$ cat src/hw/rtl/inr_pkg.sv
// Package for the integer n-th root core: widths, mode codes, defaults.
// Used by inr_unit and integer_nth_root_core.
`timescale 1ns / 1ps
`default_nettype none
package inr_pkg;
  localparam int VALUE_BITS_DEF = 28;
  localparam int DEG_W = 8;
  localparam int KIND_W = 2;
  localparam logic [KIND_W-1:0] KIND_FLOOR = 2'd0;
  localparam logic [KIND_W-1:0] KIND_CEIL  = 2'd1;
  localparam logic [KIND_W-1:0] KIND_EXACT = 2'd2;
endpackage
`default_nettype wire

$ cat src/hw/rtl/inr_unit.sv
// Shared arithmetic unit: saturating multiply step and restoring divide step.
// Depends on inr_pkg.
`timescale 1ns / 1ps
`default_nettype none
module inr_unit import inr_pkg::*; #(
  parameter int VB = VALUE_BITS_DEF
) (
  input  wire logic          clk,
  input  wire logic          div_mode,
  input  wire logic [VB-1:0] a,
  input  wire logic [VB-1:0] b,
  input  wire logic [VB:0]   rem_in,
  input  wire logic          bit_in,
  output logic [VB-1:0]      prod_sat,
  output logic [VB:0]        rem_out,
  output logic               q_bit
);
  logic [2*VB-1:0] prod;
  logic [VB+1:0]   sh;
  logic [VB+1:0]   diff;
  logic [VB-1:0]   prod_sat_r;
  always_comb begin
    prod = {{VB{1'b0}}, a} * {{VB{1'b0}}, b};
    sh = {rem_in, bit_in};
    diff = sh - {2'b00, b};
    q_bit = !diff[VB+1];
    rem_out = q_bit ? diff[VB:0] : sh[VB:0];
  end
  always_ff @(posedge clk) begin
    if (!div_mode) begin
      prod_sat_r <= (prod[2*VB-1:VB] != '0) ? {VB{1'b1}} : prod[VB-1:0];
    end
  end
  assign prod_sat = prod_sat_r;
endmodule
`default_nettype wire

$ cat src/hw/rtl/integer_nth_root_core.sv
// Integer n-th root core: sequencer around one shared multiply/divide unit.
// Sequence: a zero radicand or a degree-zero ceiling is answered from idle; other degree zero
// and degree 32 and up go straight to the finish state; otherwise a bit scan, then, unless the
// radicand has fewer bits than the degree, the start-guess shift, Newton steps and a final power.
// One transfer at a time; busy is high while working and the next transfer is taken in the
// cycle out_done pulses; the receiver cannot stall. Synchronous active-low reset.
`timescale 1ns / 1ps
`default_nettype none
module integer_nth_root_core import inr_pkg::*; #(
  parameter int VALUE_BITS = VALUE_BITS_DEF
) (
  input  wire logic                clk,
  input  wire logic                rst_n,
  input  wire logic                start,
  output logic                     busy,
  input  wire logic [KIND_W-1:0]   in_kind,
  input  wire logic [27:0]         in_radicand,
  input  wire logic [DEG_W-1:0]    in_degree,
  output logic                     out_done,
  output logic [27:0]              out_root,
  output logic                     out_no_root
);
  localparam int VB = VALUE_BITS;
  localparam int CW = $clog2(VB + 1);
  localparam logic [VB-1:0] MAXV = {VB{1'b1}};

  localparam logic [3:0] S_IDLE  = 4'd0;
  localparam logic [3:0] S_POW   = 4'd1;
  localparam logic [3:0] S_POWW  = 4'd2;
  localparam logic [3:0] S_DIV1  = 4'd3;
  localparam logic [3:0] S_MUL   = 4'd4;
  localparam logic [3:0] S_MULW  = 4'd5;
  localparam logic [3:0] S_DIV2  = 4'd6;
  localparam logic [3:0] S_STEP  = 4'd7;
  localparam logic [3:0] S_FPOW  = 4'd8;
  localparam logic [3:0] S_FPOWW = 4'd9;
  localparam logic [3:0] S_FIN   = 4'd10;
  localparam logic [3:0] S_MSB   = 4'd11;

  logic [3:0] state_r, state_nxt;
  logic [KIND_W-1:0] kind_r, kind_nxt;
  logic [VB-1:0] y_r, y_nxt;
  logic [DEG_W-1:0] n_r, n_nxt;
  logic [VB-1:0] cur_r, cur_nxt;
  logic [VB-1:0] acc_r, acc_nxt;
  logic [DEG_W-1:0] cnt_r, cnt_nxt;
  logic [VB-1:0] q_r, q_nxt;
  logic [VB:0] rem_r, rem_nxt;
  logic [CW-1:0] bi_r, bi_nxt;
  logic [VB-1:0] num_r, num_nxt;
  logic [CW-1:0] msb_r, msb_nxt;
  logic [CW-1:0] sh_r, sh_nxt;
  logic first_r, first_nxt;
  logic done_r, done_nxt;
  logic [VB-1:0] res_r, res_nxt;
  logic miss_r, miss_nxt;

  logic div_mode;
  logic [VB-1:0] ua, ub, prod_sat;
  logic [VB:0] rem_out;
  logic q_bit;
  logic [VB-1:0] y_in;

  function automatic logic [VB-1:0] nxt_w_calc(input logic [VB-1:0] p,
                                                input logic [VB-1:0] q);
    logic [VB:0] s;
    s = {1'b0, p} + {1'b0, q};
    return s[VB] ? MAXV : s[VB-1:0];
  endfunction

  inr_unit #(.VB(VB)) u_unit (
    .clk(clk), .div_mode(div_mode), .a(ua), .b(ub),
    .rem_in(rem_r), .bit_in(num_r[bi_r[CW-1:0]]),
    .prod_sat(prod_sat), .rem_out(rem_out), .q_bit(q_bit)
  );

  always_comb begin
    y_in = (in_radicand > 28'(MAXV)) ? MAXV : VB'(in_radicand);
    div_mode = (state_r == S_DIV1) || (state_r == S_DIV2);
    ua = acc_r;
    ub = cur_r;
    if (state_r == S_DIV1) ub = (acc_r == '0) ? VB'(1) : acc_r;
    if (state_r == S_DIV2) ub = VB'(n_r);
    if (state_r == S_MUL) begin
      ua = VB'(n_r - 8'd1);
      ub = cur_r;
    end
  end

  always_comb begin
    state_nxt = state_r; kind_nxt = kind_r; y_nxt = y_r; n_nxt = n_r;
    cur_nxt = cur_r; acc_nxt = acc_r; cnt_nxt = cnt_r; q_nxt = q_r;
    rem_nxt = rem_r; bi_nxt = bi_r; num_nxt = num_r; msb_nxt = msb_r;
    sh_nxt = sh_r; first_nxt = first_r; done_nxt = 1'b0;
    res_nxt = res_r; miss_nxt = miss_r;
    unique case (state_r)
      S_IDLE: begin
        if (start) begin
          kind_nxt = in_kind; y_nxt = y_in; n_nxt = in_degree;
          miss_nxt = 1'b0;
          msb_nxt = CW'(VB - 1);
          if (y_in == '0) begin
            res_nxt = '0; done_nxt = 1'b1;
          end else if (in_degree == '0) begin
            if (in_kind == KIND_CEIL) begin
              res_nxt = '0; done_nxt = 1'b1;
            end else begin
              cur_nxt = MAXV; state_nxt = S_FIN;
              acc_nxt = VB'(1);
            end
          end else if (in_degree >= 8'd32) begin
            cur_nxt = VB'(1); acc_nxt = VB'(1); state_nxt = S_FIN;
          end else begin
            state_nxt = S_MSB;
          end
        end
      end
      S_MSB: begin
        if (y_r[msb_r] || msb_r == '0) begin
          if (({1'b0, msb_r} + 1'b1) < (CW + 1)'(n_r)) begin
            cur_nxt = VB'(1); acc_nxt = VB'(1); state_nxt = S_FIN;
            if (n_r == 8'd1) state_nxt = S_FPOW;
          end else begin
            q_nxt = '0; sh_nxt = '0; rem_nxt = {1'b0, VB'(msb_r)};
            state_nxt = S_STEP; first_nxt = 1'b1;
            cnt_nxt = '0;
          end
        end else msb_nxt = msb_r - 1'b1;
      end
      S_STEP: begin
        // start guess: shift = msb / n by repeated subtraction
        if (first_r && (rem_r >= (VB+1)'(n_r))) begin
          rem_nxt = rem_r - (VB+1)'(n_r); sh_nxt = sh_r + 1'b1;
        end else begin
          if (cnt_r == '0) cur_nxt = VB'(1) << sh_r;
          if (cnt_r != '0) first_nxt = 1'b0;
          acc_nxt = VB'(1); cnt_nxt = n_r - 8'd1; state_nxt = S_POW;
          if (cnt_r != '0) begin
            // compare new estimate against current
            if (q_r < cur_r && first_r == 1'b0 && cnt_r == 8'd2) begin
              cur_nxt = q_r;
              if (q_r == '0) begin acc_nxt = '0; state_nxt = S_FIN; end
            end else if (cnt_r == 8'd2) begin
              acc_nxt = VB'(1); cnt_nxt = n_r; state_nxt = S_FPOW;
            end else begin
              cur_nxt = q_r;
              if (q_r == '0) begin acc_nxt = '0; state_nxt = S_FIN; end
            end
          end
        end
      end
      S_POW: begin
        if (cnt_r == '0 || cur_r == VB'(1)) begin
          num_nxt = y_r; rem_nxt = '0; q_nxt = '0; bi_nxt = CW'(VB - 1);
          state_nxt = S_DIV1;
        end else if (acc_r == MAXV) begin
          cnt_nxt = '0;
        end else state_nxt = S_POWW;
      end
      S_POWW: begin
        acc_nxt = prod_sat; cnt_nxt = cnt_r - 1'b1;
        if (cnt_r >= 8'd32) acc_nxt = MAXV;
        state_nxt = S_POW;
      end
      S_DIV1: begin
        rem_nxt = rem_out; q_nxt = {q_r[VB-2:0], q_bit};
        bi_nxt = bi_r - 1'b1;
        if (bi_r == '0) state_nxt = S_MUL;
      end
      S_MUL: state_nxt = S_MULW;
      S_MULW: begin
        acc_nxt = prod_sat;
        state_nxt = S_DIV2;
        rem_nxt = '0; bi_nxt = CW'(VB - 1);
        num_nxt = nxt_w_calc(prod_sat, q_r);
        q_nxt = '0;
      end
      S_DIV2: begin
        rem_nxt = rem_out; q_nxt = {q_r[VB-2:0], q_bit};
        bi_nxt = bi_r - 1'b1;
        if (bi_r == '0) begin
          state_nxt = S_STEP;
          cnt_nxt = first_r ? 8'd1 : 8'd2;
        end
      end
      S_FPOW: begin
        if (cnt_r == '0 || cur_r == VB'(1)) state_nxt = S_FIN;
        else if (acc_r == MAXV) cnt_nxt = '0;
        else state_nxt = S_FPOWW;
      end
      S_FPOWW: begin
        acc_nxt = prod_sat; cnt_nxt = cnt_r - 1'b1;
        state_nxt = S_FPOW;
      end
      S_FIN: begin
        done_nxt = 1'b1; state_nxt = S_IDLE;
        res_nxt = cur_r;
        if (kind_r == KIND_CEIL) begin
          if (acc_r != y_r) res_nxt = cur_r + 1'b1;
        end else if (kind_r == KIND_EXACT) begin
          if (acc_r != y_r) begin res_nxt = '0; miss_nxt = 1'b1; end
        end
      end
      default: state_nxt = S_IDLE;
    endcase
  end

  always_ff @(posedge clk) begin
    if (!rst_n) begin
      state_r <= S_IDLE; done_r <= 1'b0;
    end else begin
      state_r <= state_nxt; done_r <= done_nxt;
    end
    kind_r <= kind_nxt; y_r <= y_nxt; n_r <= n_nxt; cur_r <= cur_nxt;
    acc_r <= acc_nxt; cnt_r <= cnt_nxt; q_r <= q_nxt; rem_r <= rem_nxt;
    bi_r <= bi_nxt; num_r <= num_nxt; msb_r <= msb_nxt; sh_r <= sh_nxt;
    first_r <= first_nxt; res_r <= res_nxt; miss_r <= miss_nxt;
  end

  assign busy = (state_r != S_IDLE);
  assign out_done = done_r;
  assign out_root = 28'(res_r);
  assign out_no_root = miss_r;
endmodule
`default_nettype wire

$ cat config.mk
export PLATFORM = sky130hd
export DESIGN_NAME = integer_nth_root_core
export DESIGN_NICKNAME = d
export VERILOG_FILES = /design/src/hw/rtl/inr_pkg.sv /design/src/hw/rtl/inr_unit.sv /design/src/hw/rtl/integer_nth_root_core.sv
export SDC_FILE = /design/constraint.sdc
export NUM_CORES = 2
export LEC_CHECK = 0
export ABC_AREA = 0
export BUFFER_PORTS_ARGS = -buffer_cell sky130_fd_sc_hd__buf_4
export CAP_MARGIN = 20
export CELL_PAD_IN_SITES_DETAIL_PLACEMENT = 2
export CELL_PAD_IN_SITES_GLOBAL_PLACEMENT = 2
export CORE_ASPECT_RATIO = 1.1
export CORE_MARGIN = 2
export CORE_UTILIZATION = 46
export CTS_BUF_LIST = sky130_fd_sc_hd__clkbuf_8
export CTS_CLUSTER_SIZE = 12
export DETAILED_ROUTE_END_ITERATION = 7
export GPL_TIMING_DRIVEN = 0
export PLACE_DENSITY = 0.89
export SETUP_SLACK_MARGIN = 0.2
export SLEW_MARGIN = 5
export SYNTH_ARGS = -nofsm -noshare
export SYNTH_HDL_FRONTEND = slang
export SYNTH_SLANG_ARGS = --single-unit
$ cat constraint.sdc
create_clock -name clk -period 24.9 [get_ports clk]
set_clock_uncertainty 0.05 [all_clocks]
set_input_delay 2.49 -clock clk [delete_from_list [all_inputs] [get_ports clk]]
set_output_delay 2.49 -clock clk [all_outputs]
set_load 0.02 [all_outputs]
==> reports/qor.yml <==
clock_network:
  postCtsHoldBufs: 0
  root_buffer: "clkbuf_8"
  cts_tree: "built"
  clk_pin_slew_ns: 0.09
  htreeDepth: 2
  insertion_delay_ns: 0.69
  post_cts_resized: 0
  cts_buffers: 44
  cts_buffer_depth: 3
  postCtsSetupBuffers: 0
  clock-sinks: 265
synthesis:
  synthSimpleGateAreaFrac: 0.159
  synth_warnings: 0
  syn_nets: 5781
  synth-xor-area-share: 0.0337
  synth_area_leader_cell: "fa_1"
  yosys-top-cells-count: "inv_1, nand2_1, fa_1, nor2_1, ha_1"
  syn_area_per_cell_um2: 9.06
  post-synth-top-count-cell: "inv_1"
  ys_async_sr_fraction: 0
  synth-edff-count: 260
  yosys-top-cells-area: "fa_1, edfxtp_1, ha_1"
  synthCells: 4739
  synth.distinct_cells: 86
  ys_seq_area_frac: 0.184
  ys_seq_elements: 265
  synth_compound_area_frac: 0.103
  synth_fa_ha_area_frac: 0.410
  yosys-mux-area-fraction: 0.0225
  synthFlopType: "edfxtp_1"
  syn_area_um2: 42900
  synth_top_family_by_area: "adder cells"
  synth_top_area_frac: 0.316
setup_path:
  endpoint_kind: "register"
  path_class: "register to register"
  start_kind: "register"
  slowest_delay_ns: 0.82
  path_max_fanout: 11
  cp.required_ns: 25.19
  crit_slowest_cell: "nand2_1"
  path_common_cell: "fa_1"
  crit_arrival_ns: 15.23
global_routing:
  grt.overflow.total: 0
  grt_pass1_wl_um: 338000
  antenna_found_initial: 24
  grt_pass1_vias: 48000
  grt.total_usage: 0.494
  grt_start_max_net_pins: 31
routing:
  routed_wl_um: 235000
  via_per_inst: 6.68
  drt-initial-drc-count: 4123
  drc: 0
  wl_per_cell_um: 37.9
  dr.pass1.iters: 8
  vias: 41500
  ant_nets: 0
run_status:
  violations: "max-capacitance violations, max-slew violations"
  status: "finished with violations"
floorplanning:
  die_area_um2: 95800
  die_w_um: 295
  fp.dieH_um: 324
  pin_count: 72
  fp.coreArea_um2: 92500
  num_rows: 117
  start_util: 0.464
timing:
  maxSlewHeadroom: -0.0967
  hold_violations: 0
  max_freq_mhz: 66.9
  period_minus_slack_ns: 14.94
  fin_setup_tns_ns: 0
  setup_viol: 0
  rsz0062_at_grt: "false"
  slew_viol_final: 14
  fin_hold_ws_ns: 0.602
  tightest_slew_ns: 1.63
  period_share: 0.600
flow_run:
  cap_violations: 2
placed_design:
  numPortBuffers: 71
  hpwl_um: 185000
  gp_congestion: 1.02
cells_and_area:
  fin_nets: 5938
  syn_to_final_growth_pct: 8.22
  drive_above_1_share: 0.0513
min_path:
  min_path_type: "register to register"
-- state kept, by name, indices dropped and copies added (netlist names) --
signal           flops
acc_r               28
bi_r                 5
cnt_r                8
cur_r               28
first_r              1
kind_r               2
msb_r                5
n_r                  8
num_r               28
out_done             1
out_no_root          1
out_root            28
q_r                 28
rem_r               29
sh_r                 5
state_r              4
u_unit.prod_sat     28
y_r                 28
-- worst paths after layout --
kind / startpoint / end / slack (ns) / depth (start not counted)
setup / recovery: state_r[0]$_SDFFE_PN0P_ / u_unit.prod_sat[2]$_SDFFCE_PP1P_ / 9.96 / 37
hold / removal: u_unit.prod_sat[22]$_SDFFCE_PP1P_ / acc_r[22]$_DFFE_PP_ / 0.60 / 1
setup reg to reg: state_r[0]$_SDFFE_PN0P_ / u_unit.prod_sat[2]$_SDFFCE_PP1P_ / 9.96 / 37
hold reg to reg: u_unit.prod_sat[22]$_SDFFCE_PP1P_ / acc_r[22]$_DFFE_PP_ / 0.60 / 1
-- critical path, delay by kind of cell, from the launching register on --
kind	cells	cell delay, ns
simple gates	14	5.16
buf+inv	13	3.68
fa+ha+maj	8	4.04
compound gates	2	1.30
flops	1	0.31
-- routing by layer --
layer,share of wire,up-vias,track usage
met1,0.31,20900,0.483
met3,0.11,1697,0.193
met4,0.13,16,0.480
met5,0.0013,-,0.00610
li1,-,15700,-
met2,0.46,3097,0.788
-- logic make-up after synthesis --
logic type	after synthesis
AND/OR/NAND/NOR	1571
AO/OA/AOI/OAI	672
flip-flops	265
adder cells (fa/ha/maj)	1001
multiplexers	76
XOR/XNOR	165
buffers and inverters	989
-- area by class of cell --
| type | count | area (um2) |
|---|---|---|
| Antenna cell | 24 | 60.1 |
| Tap cell | 1249 | 1560 |
| Fill cell | 9956 | 46100 |
| Buffer | 265 | 1030 |
| Clock buffer | 49 | 674 |
| Inverter | 724 | 2720 |
| Timing Repair Buffer | 111 | 960 |
| Sequential cell | 265 | 7910 |
| Clock inverter | 33 | 179 |
| Multi-Input combinational cell | 3485 | 31400 |
-- placed cells by master (no fill, tap or decap), types with 49 or more instances in the layout --
master | Yosys | routed
xor2_1 | 64 | 64
edfxtp_1 | 260 | 260
xnor2_1 | 101 | 100
inv_1 | 717 | 727
o21a_1 | 60 | 60
nor2b_1 | 51 | 51
buf_4 | 0 | 91
clkbuf_1 | 231 | 229
nor2_1 | 473 | 471
nand2_1 | 691 | 691
o21ai_0 | 103 | 100
clkbuf_8 | 0 | 49
ha_1 | 324 | 324
mux2i_1 | 56 | 56
nand3_1 | 67 | 67
fa_1 | 677 | 677
a21oi_1 | 194 | 189
a21o_1 | 63 | 63
-- through the flow --
| step | util | instance area [um2] | std cells | setup slack [ns] |
|---|---|---|---|---|
| after floorplan | - | 42900 | 4739 | 15.12 |
| after global placement | 0.487 | 45000 | 6059 | 10.93 |
| after detailed placement | 0.490 | 45300 | 6079 | 10.56 |
| after CTS | 0.499 | 46200 | 6161 | 10.39 |
| after global routing | 0.502 | 46400 | 6183 | 9.86 |
| final | 0.502 | 46500 | 6205 | 9.96 |
Power is left out: the tool's default activity adds up to more than one toggle a clock period on the data nets, which glitch-free logic cannot reach.
